### config.mk
export PLATFORM = sky130hd
export DESIGN_NAME = adc_scan_channel_list_unit
export DESIGN_NICKNAME = d
export VERILOG_FILES = /design/src/hw/rtl/ascl_pkg.sv /design/src/hw/rtl/adc_scan_channel_list_unit.sv
export SDC_FILE = /design/constraint.sdc
export NUM_CORES = 1
export LEC_CHECK = 0
export BUFFER_PORTS_ARGS = -buffer_cell sky130_fd_sc_hd__buf_2
export CAP_MARGIN = 10
export CORE_MARGIN = 3
export CORE_UTILIZATION = 25
export DETAILED_ROUTE_END_ITERATION = 12
export GPL_TIMING_DRIVEN = 0
export HOLD_SLACK_MARGIN = 0.15
export RECOVER_POWER = 100
export REMOVE_ABC_BUFFERS = 1
export SLEW_MARGIN = 5
export SYNTH_ARGS = -nofsm -noshare
export SYNTH_HDL_FRONTEND = slang
export SYNTH_SLANG_ARGS = --single-unit
### constraint.sdc
create_clock -name i_clk -period 9 [get_ports i_clk]
set_clock_uncertainty 0.2 [all_clocks]
set_input_delay 1.8 -clock i_clk [delete_from_list [all_inputs] [get_ports i_clk]]
set_output_delay 1.8 -clock i_clk [all_outputs]
set_load 0.01 [all_outputs]
### src/hw/rtl/ascl_pkg.sv
// Shared types, sizes and codes of the ADC scan channel list.
package ascl_pkg;

    localparam int DEPTH        = 16;
    localparam int CHANNEL_BITS = 5;
    localparam int IDX_W        = (DEPTH > 1) ? $clog2(DEPTH) : 1;
    localparam int CNT_W        = $clog2(DEPTH + 1);

    typedef logic [1:0]              t_cmd;
    typedef logic [1:0]              t_status;
    typedef logic [4:0]              t_chan_field;
    typedef logic [4:0]              t_count_field;
    typedef logic [CHANNEL_BITS-1:0] t_chan;
    typedef logic [IDX_W-1:0]        t_idx;
    typedef logic [CNT_W-1:0]        t_cnt;

    localparam t_cmd CMD_CLEAR      = 2'd0;
    localparam t_cmd CMD_REGISTER   = 2'd1;
    localparam t_cmd CMD_UNREGISTER = 2'd2;
    localparam t_cmd CMD_NEXT       = 2'd3;

    localparam t_status ST_OK        = 2'd0;
    localparam t_status ST_FULL      = 2'd1;
    localparam t_status ST_EMPTY     = 2'd2;
    localparam t_status ST_NOT_FOUND = 2'd3;

    localparam t_chan GROUND_CODE = {CHANNEL_BITS{1'b1}};
    localparam t_cnt  CNT_FULL    = t_cnt'(DEPTH);

endpackage

### src/hw/rtl/adc_scan_channel_list_unit.sv
// Top level of the ADC scan channel list: table, cursor and command sequencer.
//
// The block keeps a table of ADC multiplexer channel codes that is scanned round robin.
// The input channel (i_in_valid, o_in_stall, i_cmd, i_channel_in) takes one command item
// at a time: clear, register, unregister or next. The output channel (o_out_valid,
// i_out_stall, o_status, o_channel_out, o_entry_count) returns one result item for each.
// A command is decoded in the cycle after it is taken, and its result is loaded into the output
// register from the finishing state once that register is free. Next reduces the cursor
// modulo the entry count by repeated subtraction in one subtract and compare unit.
// Unregister runs a search that compares one table entry a cycle, then a shift that moves one
// entry down a cycle through the one read port and the one write port of the table.
// o_in_stall is high from the cycle after an item is taken until the sequencer is idle.
// A finished result waits in the output register while i_out_stall is high, and the next
// item is taken meanwhile; that item's result waits until the register is free.
// Synchronous reset empties the table, zeroes the cursor and drops the output register.
module adc_scan_channel_list_unit (
    input  logic                       i_clk,
    input  logic                       i_rst_n,
    input  logic                       i_in_valid,
    output logic                       o_in_stall,
    input  ascl_pkg::t_cmd             i_cmd,
    input  ascl_pkg::t_chan_field      i_channel_in,
    output logic                       o_out_valid,
    input  logic                       i_out_stall,
    output ascl_pkg::t_status          o_status,
    output ascl_pkg::t_chan_field      o_channel_out,
    output ascl_pkg::t_count_field     o_entry_count
);
    import ascl_pkg::*;

    localparam logic [2:0] S_IDLE   = 3'd0;
    localparam logic [2:0] S_EXEC   = 3'd1;
    localparam logic [2:0] S_SEARCH = 3'd2;
    localparam logic [2:0] S_SHIFT  = 3'd3;
    localparam logic [2:0] S_MOD    = 3'd4;
    localparam logic [2:0] S_FIN    = 3'd5;

    logic [2:0] r_state, n_state;
    t_cmd       r_cmd, n_cmd;
    t_chan      r_ch, n_ch;
    t_cnt       r_count, n_count;
    t_idx       r_cursor, n_cursor;
    t_idx       r_idx, n_idx;
    t_idx       r_pos, n_pos;
    t_cnt       r_mod, n_mod;
    t_status    r_status, n_status;
    t_chan      r_chan, n_chan;
    logic       r_out_valid, n_out_valid;
    t_status    r_out_status, n_out_status;
    t_chan      r_out_chan, n_out_chan;
    t_cnt       r_out_count, n_out_count;

    t_chan      r_table [DEPTH];
    t_idx       rd_addr;
    t_chan      r_rd_data;
    logic       we;
    t_idx       waddr;
    t_chan      wdata;
    t_cnt       idx_nxt_cnt;
    t_cnt       rd_nxt_cnt;

    assign idx_nxt_cnt = t_cnt'(r_idx) + t_cnt'(1);
    assign rd_nxt_cnt  = t_cnt'(n_idx) + t_cnt'(1);

    // The table read is registered, addressed by the next state, so its data is ready when that state begins.
    always_comb begin
        case (n_state)
            S_SHIFT: rd_addr = t_idx'(rd_nxt_cnt);
            S_MOD:   rd_addr = n_mod[IDX_W-1:0];
            default: rd_addr = n_idx;
        endcase
    end

    always_comb begin
        n_state      = r_state;
        n_cmd        = r_cmd;
        n_ch         = r_ch;
        n_count      = r_count;
        n_cursor     = r_cursor;
        n_idx        = r_idx;
        n_pos        = r_pos;
        n_mod        = r_mod;
        n_status     = r_status;
        n_chan       = r_chan;
        n_out_valid  = r_out_valid && i_out_stall;
        n_out_status = r_out_status;
        n_out_chan   = r_out_chan;
        n_out_count  = r_out_count;
        we           = 1'b0;
        waddr        = r_idx;
        wdata        = r_rd_data;
        case (r_state)
            S_IDLE: begin
                if (i_in_valid) begin
                    n_cmd   = i_cmd;
                    n_ch    = i_channel_in[CHANNEL_BITS-1:0];
                    n_state = S_EXEC;
                end
            end
            S_EXEC: begin
                n_status = ST_OK;
                n_chan   = '0;
                n_state  = S_FIN;
                case (r_cmd)
                    CMD_CLEAR: begin
                        n_count  = '0;
                        n_cursor = '0;
                    end
                    CMD_REGISTER: begin
                        if (r_count == CNT_FULL) begin
                            n_status = ST_FULL;
                        end else begin
                            we      = 1'b1;
                            waddr   = r_count[IDX_W-1:0];
                            wdata   = r_ch;
                            n_count = r_count + t_cnt'(1);
                        end
                    end
                    CMD_UNREGISTER: begin
                        if (r_count == '0) begin
                            n_status = ST_EMPTY;
                        end else begin
                            n_idx   = '0;
                            n_state = S_SEARCH;
                        end
                    end
                    default: begin
                        if (r_count == '0) begin
                            n_status = ST_EMPTY;
                        end else begin
                            n_mod   = t_cnt'(r_cursor) + t_cnt'(1);
                            n_state = S_MOD;
                        end
                    end
                endcase
            end
            S_SEARCH: begin
                if (r_rd_data == r_ch) begin
                    n_pos   = r_idx;
                    n_state = S_SHIFT;
                end else if (idx_nxt_cnt == r_count) begin
                    n_status = ST_NOT_FOUND;
                    n_state  = S_FIN;
                end else begin
                    n_idx = t_idx'(idx_nxt_cnt);
                end
            end
            S_SHIFT: begin
                we    = 1'b1;
                waddr = r_idx;
                if (idx_nxt_cnt < r_count) begin
                    wdata = r_rd_data;
                    n_idx = t_idx'(idx_nxt_cnt);
                end else begin
                    wdata   = GROUND_CODE;
                    n_count = r_count - t_cnt'(1);
                    if (r_cursor == r_pos && r_count != t_cnt'(1)) begin
                        if (r_pos == '0) begin
                            n_cursor = t_idx'(r_count - t_cnt'(2));
                        end else begin
                            n_cursor = r_pos - t_idx'(1);
                        end
                    end
                    n_state = S_FIN;
                end
            end
            S_MOD: begin
                if (r_mod >= r_count) begin
                    n_mod = r_mod - r_count;
                end else begin
                    n_cursor = r_mod[IDX_W-1:0];
                    n_chan   = r_rd_data;
                    n_state  = S_FIN;
                end
            end
            S_FIN: begin
                if (!r_out_valid || !i_out_stall) begin
                    n_out_valid  = 1'b1;
                    n_out_status = r_status;
                    n_out_chan   = r_chan;
                    n_out_count  = r_count;
                    n_state      = S_IDLE;
                end
            end
            default: begin
                n_state = S_IDLE;
            end
        endcase
    end

    always_ff @(posedge i_clk) begin
        if (!i_rst_n) begin
            r_state     <= S_IDLE;
            r_count     <= '0;
            r_cursor    <= '0;
            r_out_valid <= 1'b0;
        end else begin
            r_state     <= n_state;
            r_count     <= n_count;
            r_cursor    <= n_cursor;
            r_out_valid <= n_out_valid;
        end
    end

    always_ff @(posedge i_clk) begin
        r_cmd        <= n_cmd;
        r_ch         <= n_ch;
        r_idx        <= n_idx;
        r_pos        <= n_pos;
        r_mod        <= n_mod;
        r_status     <= n_status;
        r_chan       <= n_chan;
        r_out_status <= n_out_status;
        r_out_chan   <= n_out_chan;
        r_out_count  <= n_out_count;
    end

    always_ff @(posedge i_clk) begin
        if (we) begin
            r_table[waddr] <= wdata;
        end
        r_rd_data <= r_table[rd_addr];
    end

    assign o_in_stall    = (r_state != S_IDLE);
    assign o_out_valid   = r_out_valid;
    assign o_status      = r_out_status;
    assign o_channel_out = t_chan_field'(r_out_chan);
    assign o_entry_count = t_count_field'(r_out_count);

    // The entry count never exceeds the table depth.
    a_count_range: assert property (@(posedge i_clk) disable iff (!i_rst_n)
        r_count <= CNT_FULL)
        else $error("entry count above table depth");

    // Once an item is taken, no further item is taken in the next cycle.
    a_one_at_a_time: assert property (@(posedge i_clk) disable iff (!i_rst_n)
        (i_in_valid && !o_in_stall) |=> o_in_stall)
        else $error("input taken while busy");

    // The shift pass stays inside the used part of the table.
    a_shift_range: assert property (@(posedge i_clk) disable iff (!i_rst_n)
        (r_state == S_SHIFT) |-> (t_cnt'(r_idx) < r_count))
        else $error("shift index beyond entry count");

    // The modulo reduction never runs on an empty table.
    a_mod_nonempty: assert property (@(posedge i_clk) disable iff (!i_rst_n)
        (r_state == S_MOD) |-> (r_count != '0))
        else $error("cursor reduction with empty table");

    // A result item is loaded only when the sequencer finishes a command.
    a_result_source: assert property (@(posedge i_clk) disable iff (!i_rst_n)
        (!r_out_valid || !i_out_stall) && (r_state != S_FIN) |=> !o_out_valid)
        else $error("result item without finished command");

endmodule

==> flow_metrics.env <==
export IMPL_area_growth_pct=13.6
export IMPL_worstPathRequired_ns=9.11
export IMPL_grt_max_degree=37
export IMPL_p_leak_nw=2.60
export IMPL_start_util_pct=25.8
export IMPL_first_iter_violations=289
export IMPL_cap_violations=1
export IMPL_hold_viol_final=0
export IMPL_gr_total_overflow=0
export IMPL_io_buffers=24
export IMPL_synth_simple_area_share_pct=15.3
export IMPL_cts_resized_gates=0
export IMPL_min_path_type="reg -> reg"
export IMPL_synthAdderAreaFrac_pct=4.35
export IMPL_via_per_inst=4.94
export IMPL_tightest_slew_ns=1.56
export IMPL_clkSlewWorstSetupHoldPaths_ns=0.06
export IMPL_worstHoldStart="r_status[1]"
export IMPL_antenna_found_initial=0
export IMPL_nNetsFinal=617
export IMPL_whs_path_depth=0
export IMPL_start_kind="flip-flop"
export IMPL_stdcell_area_mm2=0.00771
export IMPL_r2r_end="r_rd_data[3]"
export IMPL_rrSetupSlack_ns=2.47
export IMPL_numClockSinks=137
export IMPL_synth_compound_area_share_pct=14.5
export IMPL_synthTopCellsByCount="edfxtp_1 (111), nor2_1 (35), nand2_1 (33)"
export IMPL_ys_seq_area_share_pct=56.8
export IMPL_wirelength_mm=15.5
export IMPL_drc=0
export IMPL_syn_cell_area_mm2=0.00679
export IMPL_synth_edf_count=111
export IMPL_setup_tns_ns=0
export IMPL_yosysWarnings=0
export IMPL_grt_pass1_wl_mm=24.1
export IMPL_peakVddDrop_mv=0.152
export IMPL_core_area_mm2=0.0264
export IMPL_end_kind="flip-flop"
export IMPL_ctsLongestPathBuffers=2
export IMPL_clkLatencyLatePin_ns=0.42
export IMPL_violations="capacitance limit, slew limit"
export IMPL_min_period_ns=6.53
export IMPL_yosys_cell_count_top_type="edfxtp_1"
export IMPL_die_y_um=171
export IMPL_drive_gt1_share_pct=12.8
export IMPL_dpl_hpwl_mm=10.9
export IMPL_cts_setup_buffers=0
export IMPL_synth_seq_cells=137
export IMPL_placed_area_mm2=0.00720
export IMPL_fin_crit_sh_pct=72.6
export IMPL_r2r_start="r_count[1]"
export IMPL_crit_path_max_fanout=36
export IMPL_synth_top_cell_area_share_pct=49.1
export IMPL_placementRows=59
export IMPL_yosys_area_top_type="edfxtp_1"
export IMPL_cts_tree="built"
export IMPL_maxSlewHeadroom_pct=-4.93
export IMPL_worst_ep_arrival_time_ns=6.64
export IMPL_synthCells=560
export IMPL_dieArea_mm2=0.0292
export IMPL_synth_xor_area_share_pct=2.19
export IMPL_syn_area_per_cell_um2=12.1
export IMPL_wl_per_cell_um=16.7
export IMPL_p_per_area_mw_per_mm2=250
export IMPL_numCtsBuffers=17
export IMPL_async_flop_share_pct=0
export IMPL_hold_path_end="o_status[1]"
export IMPL_dr_total_vias=4599
export IMPL_die_x_um=171
export IMPL_ff2ff_path_depth=15
export IMPL_slew_viol_final=13
export IMPL_muxShareOfSynthArea_pct=3.43
export IMPL_cts_root_buf="clkbuf_16"
export IMPL_cts_htree_levels=4
export IMPL_boundaryPins=25
export IMPL_cts_hold_buf=0
export IMPL_track_usage_pct=10.8
export IMPL_whs_ns=0.223
export IMPL_drtAntennaViolNets=0
export IMPL_synth_main_ff_cell="edfxtp_1"
export IMPL_crit_start="r_count[1]"
export IMPL_rsz0062_at_grt="no"
export IMPL_fin_total_pwr_mw=1.93
export IMPL_synth_top_family_by_area="simple AND/OR/NAND/NOR gates"
export IMPL_grt_pass1_vias=4270
export IMPL_status="finished with violations"
export IMPL_critical_path_class="reg -> reg"
export IMPL_fin_util_pct=29.3
export IMPL_drtPass1Iterations=5
export IMPL_antenna_cells=0
export IMPL_fmax_ghz=0.153
export IMPL_setup_violations=0
export IMPL_ys_types=81
export IMPL_globalplace_congestion=0.822
export IMPL_ys_top_cells_by_area="edfxtp_1 (49%), dfxtp_1 (7.7%), ha_1 (4.1%), mux2i_1 (3.1%), a211oi_1 (2.2%)"
-- report_power, final --
part	internal, mW	switching, mW
registers	0.795	0.0461
clock network	0.413	0.278
logic	0.135	0.260
-- cell families (layout without fill, tap and decap cells) --
logic type	after synthesis	after routing
multiplexers	22	22
buffers and inverters	44	80
XOR/XNOR	17	17
AND/OR/NAND/NOR	184	184
AO/OA/AOI/OAI	133	133
flip-flops	137	137
adder cells (fa/ha/maj)	23	23
-- critical path, cell delays in order, from the launching register on --
cell and delay [ns]:
dfxtp_1 0.65, inv_1 0.33, ha_1 0.40, nor2b_1 0.15, o21a_1 0.19, o21ai_0 0.82, nand3_1 0.24, a22oi_1 0.45
inv_1 0.17, ha_1 0.23, and4_1 0.16, nor2_1 0.97, nand2_4 0.64, mux4_2 0.48, a211oi_1 0.25, nor3_1 0.07
-- how the worst max path moves through the flow --
stage	endpoint	slack [ns]	cells past startpoint
5_1_grt	r_rd_data[3]	1.95	15
6_report	r_rd_data[3]	2.47	15
3_3_place_gp	r_rd_data[1]	3.72	15
2_1_floorplan	r_rd_data[3]	4.88	16
3_5_place_dp	r_rd_data[1]	3.69	15
4_1_cts	r_rd_data[1]	3.66	15
-- flip-flops by register name, indices dropped and copies added, names as in the netlist --
register / cells
r_state: 3
o_channel_out: 5
r_cmd: 2
o_entry_count: 5
r_pos: 4
r_idx: 4
o_out_valid: 1
r_table: 80
r_mod: 5
r_cursor: 4
r_chan: 5
r_status: 2
r_count: 5
r_ch: 5
o_status: 2
r_rd_data: 5
-- cell type report --
cell class	count	area (µm²)
well taps	335	419
fillers	2673	18600
clock inverters	14	159
multi-input cells	379	2670
inverters	24	91.3
repair buffers	24	96.3
clock buffers	18	429
flip-flops and latches	137	3850
-- cells in the final DEF, fill, tap and decap left out, types with 5 or more instances in the layout --
cell type,synthesis,routed
and2_0,0,6
o21a_1,7,7
mux2i_1,21,21
nor2_1,35,36
inv_6,0,6
nand3_1,17,17
edfxtp_1,111,111
ha_1,22,22
nand2_1,33,33
xor2_1,8,8
nand4_1,9,9
a211o_1,8,8
a21oi_1,19,19
clkbuf_1,9,20
a211o_2,8,8
a211oi_1,20,20
dfxtp_1,26,26
a21o_1,6,6
inv_1,21,22
o21ai_0,19,20
a31oi_1,9,9
clkbuf_16,0,17
and3_1,17,17
nor2b_1,6,6
nor3_1,17,18
buf_2,3,5
xnor2_1,9,9
-- metal layers --
| metal | wire length, µm | up-vias | track usage [%] |
|---|---|---|---|
| met3 | 602 | 17 | 2.01 |
| met2 | 7470 | 114 | 17.6 |
| met5 | 0 | - | 0 |
| met1 | 7210 | 2275 | 14.3 |
| li1 | - | 2193 | - |
| met4 | 233 | 0 | 3.84 |
-- per-stage QoR --
step	cells	setup slack (ns)
after CTS	931	3.66
after floorplan	540	4.88
final	931	2.47
after global placement	899	3.72
after detailed placement	899	3.69
after global routing	931	1.95
Power figures use the tool's default switching activity.
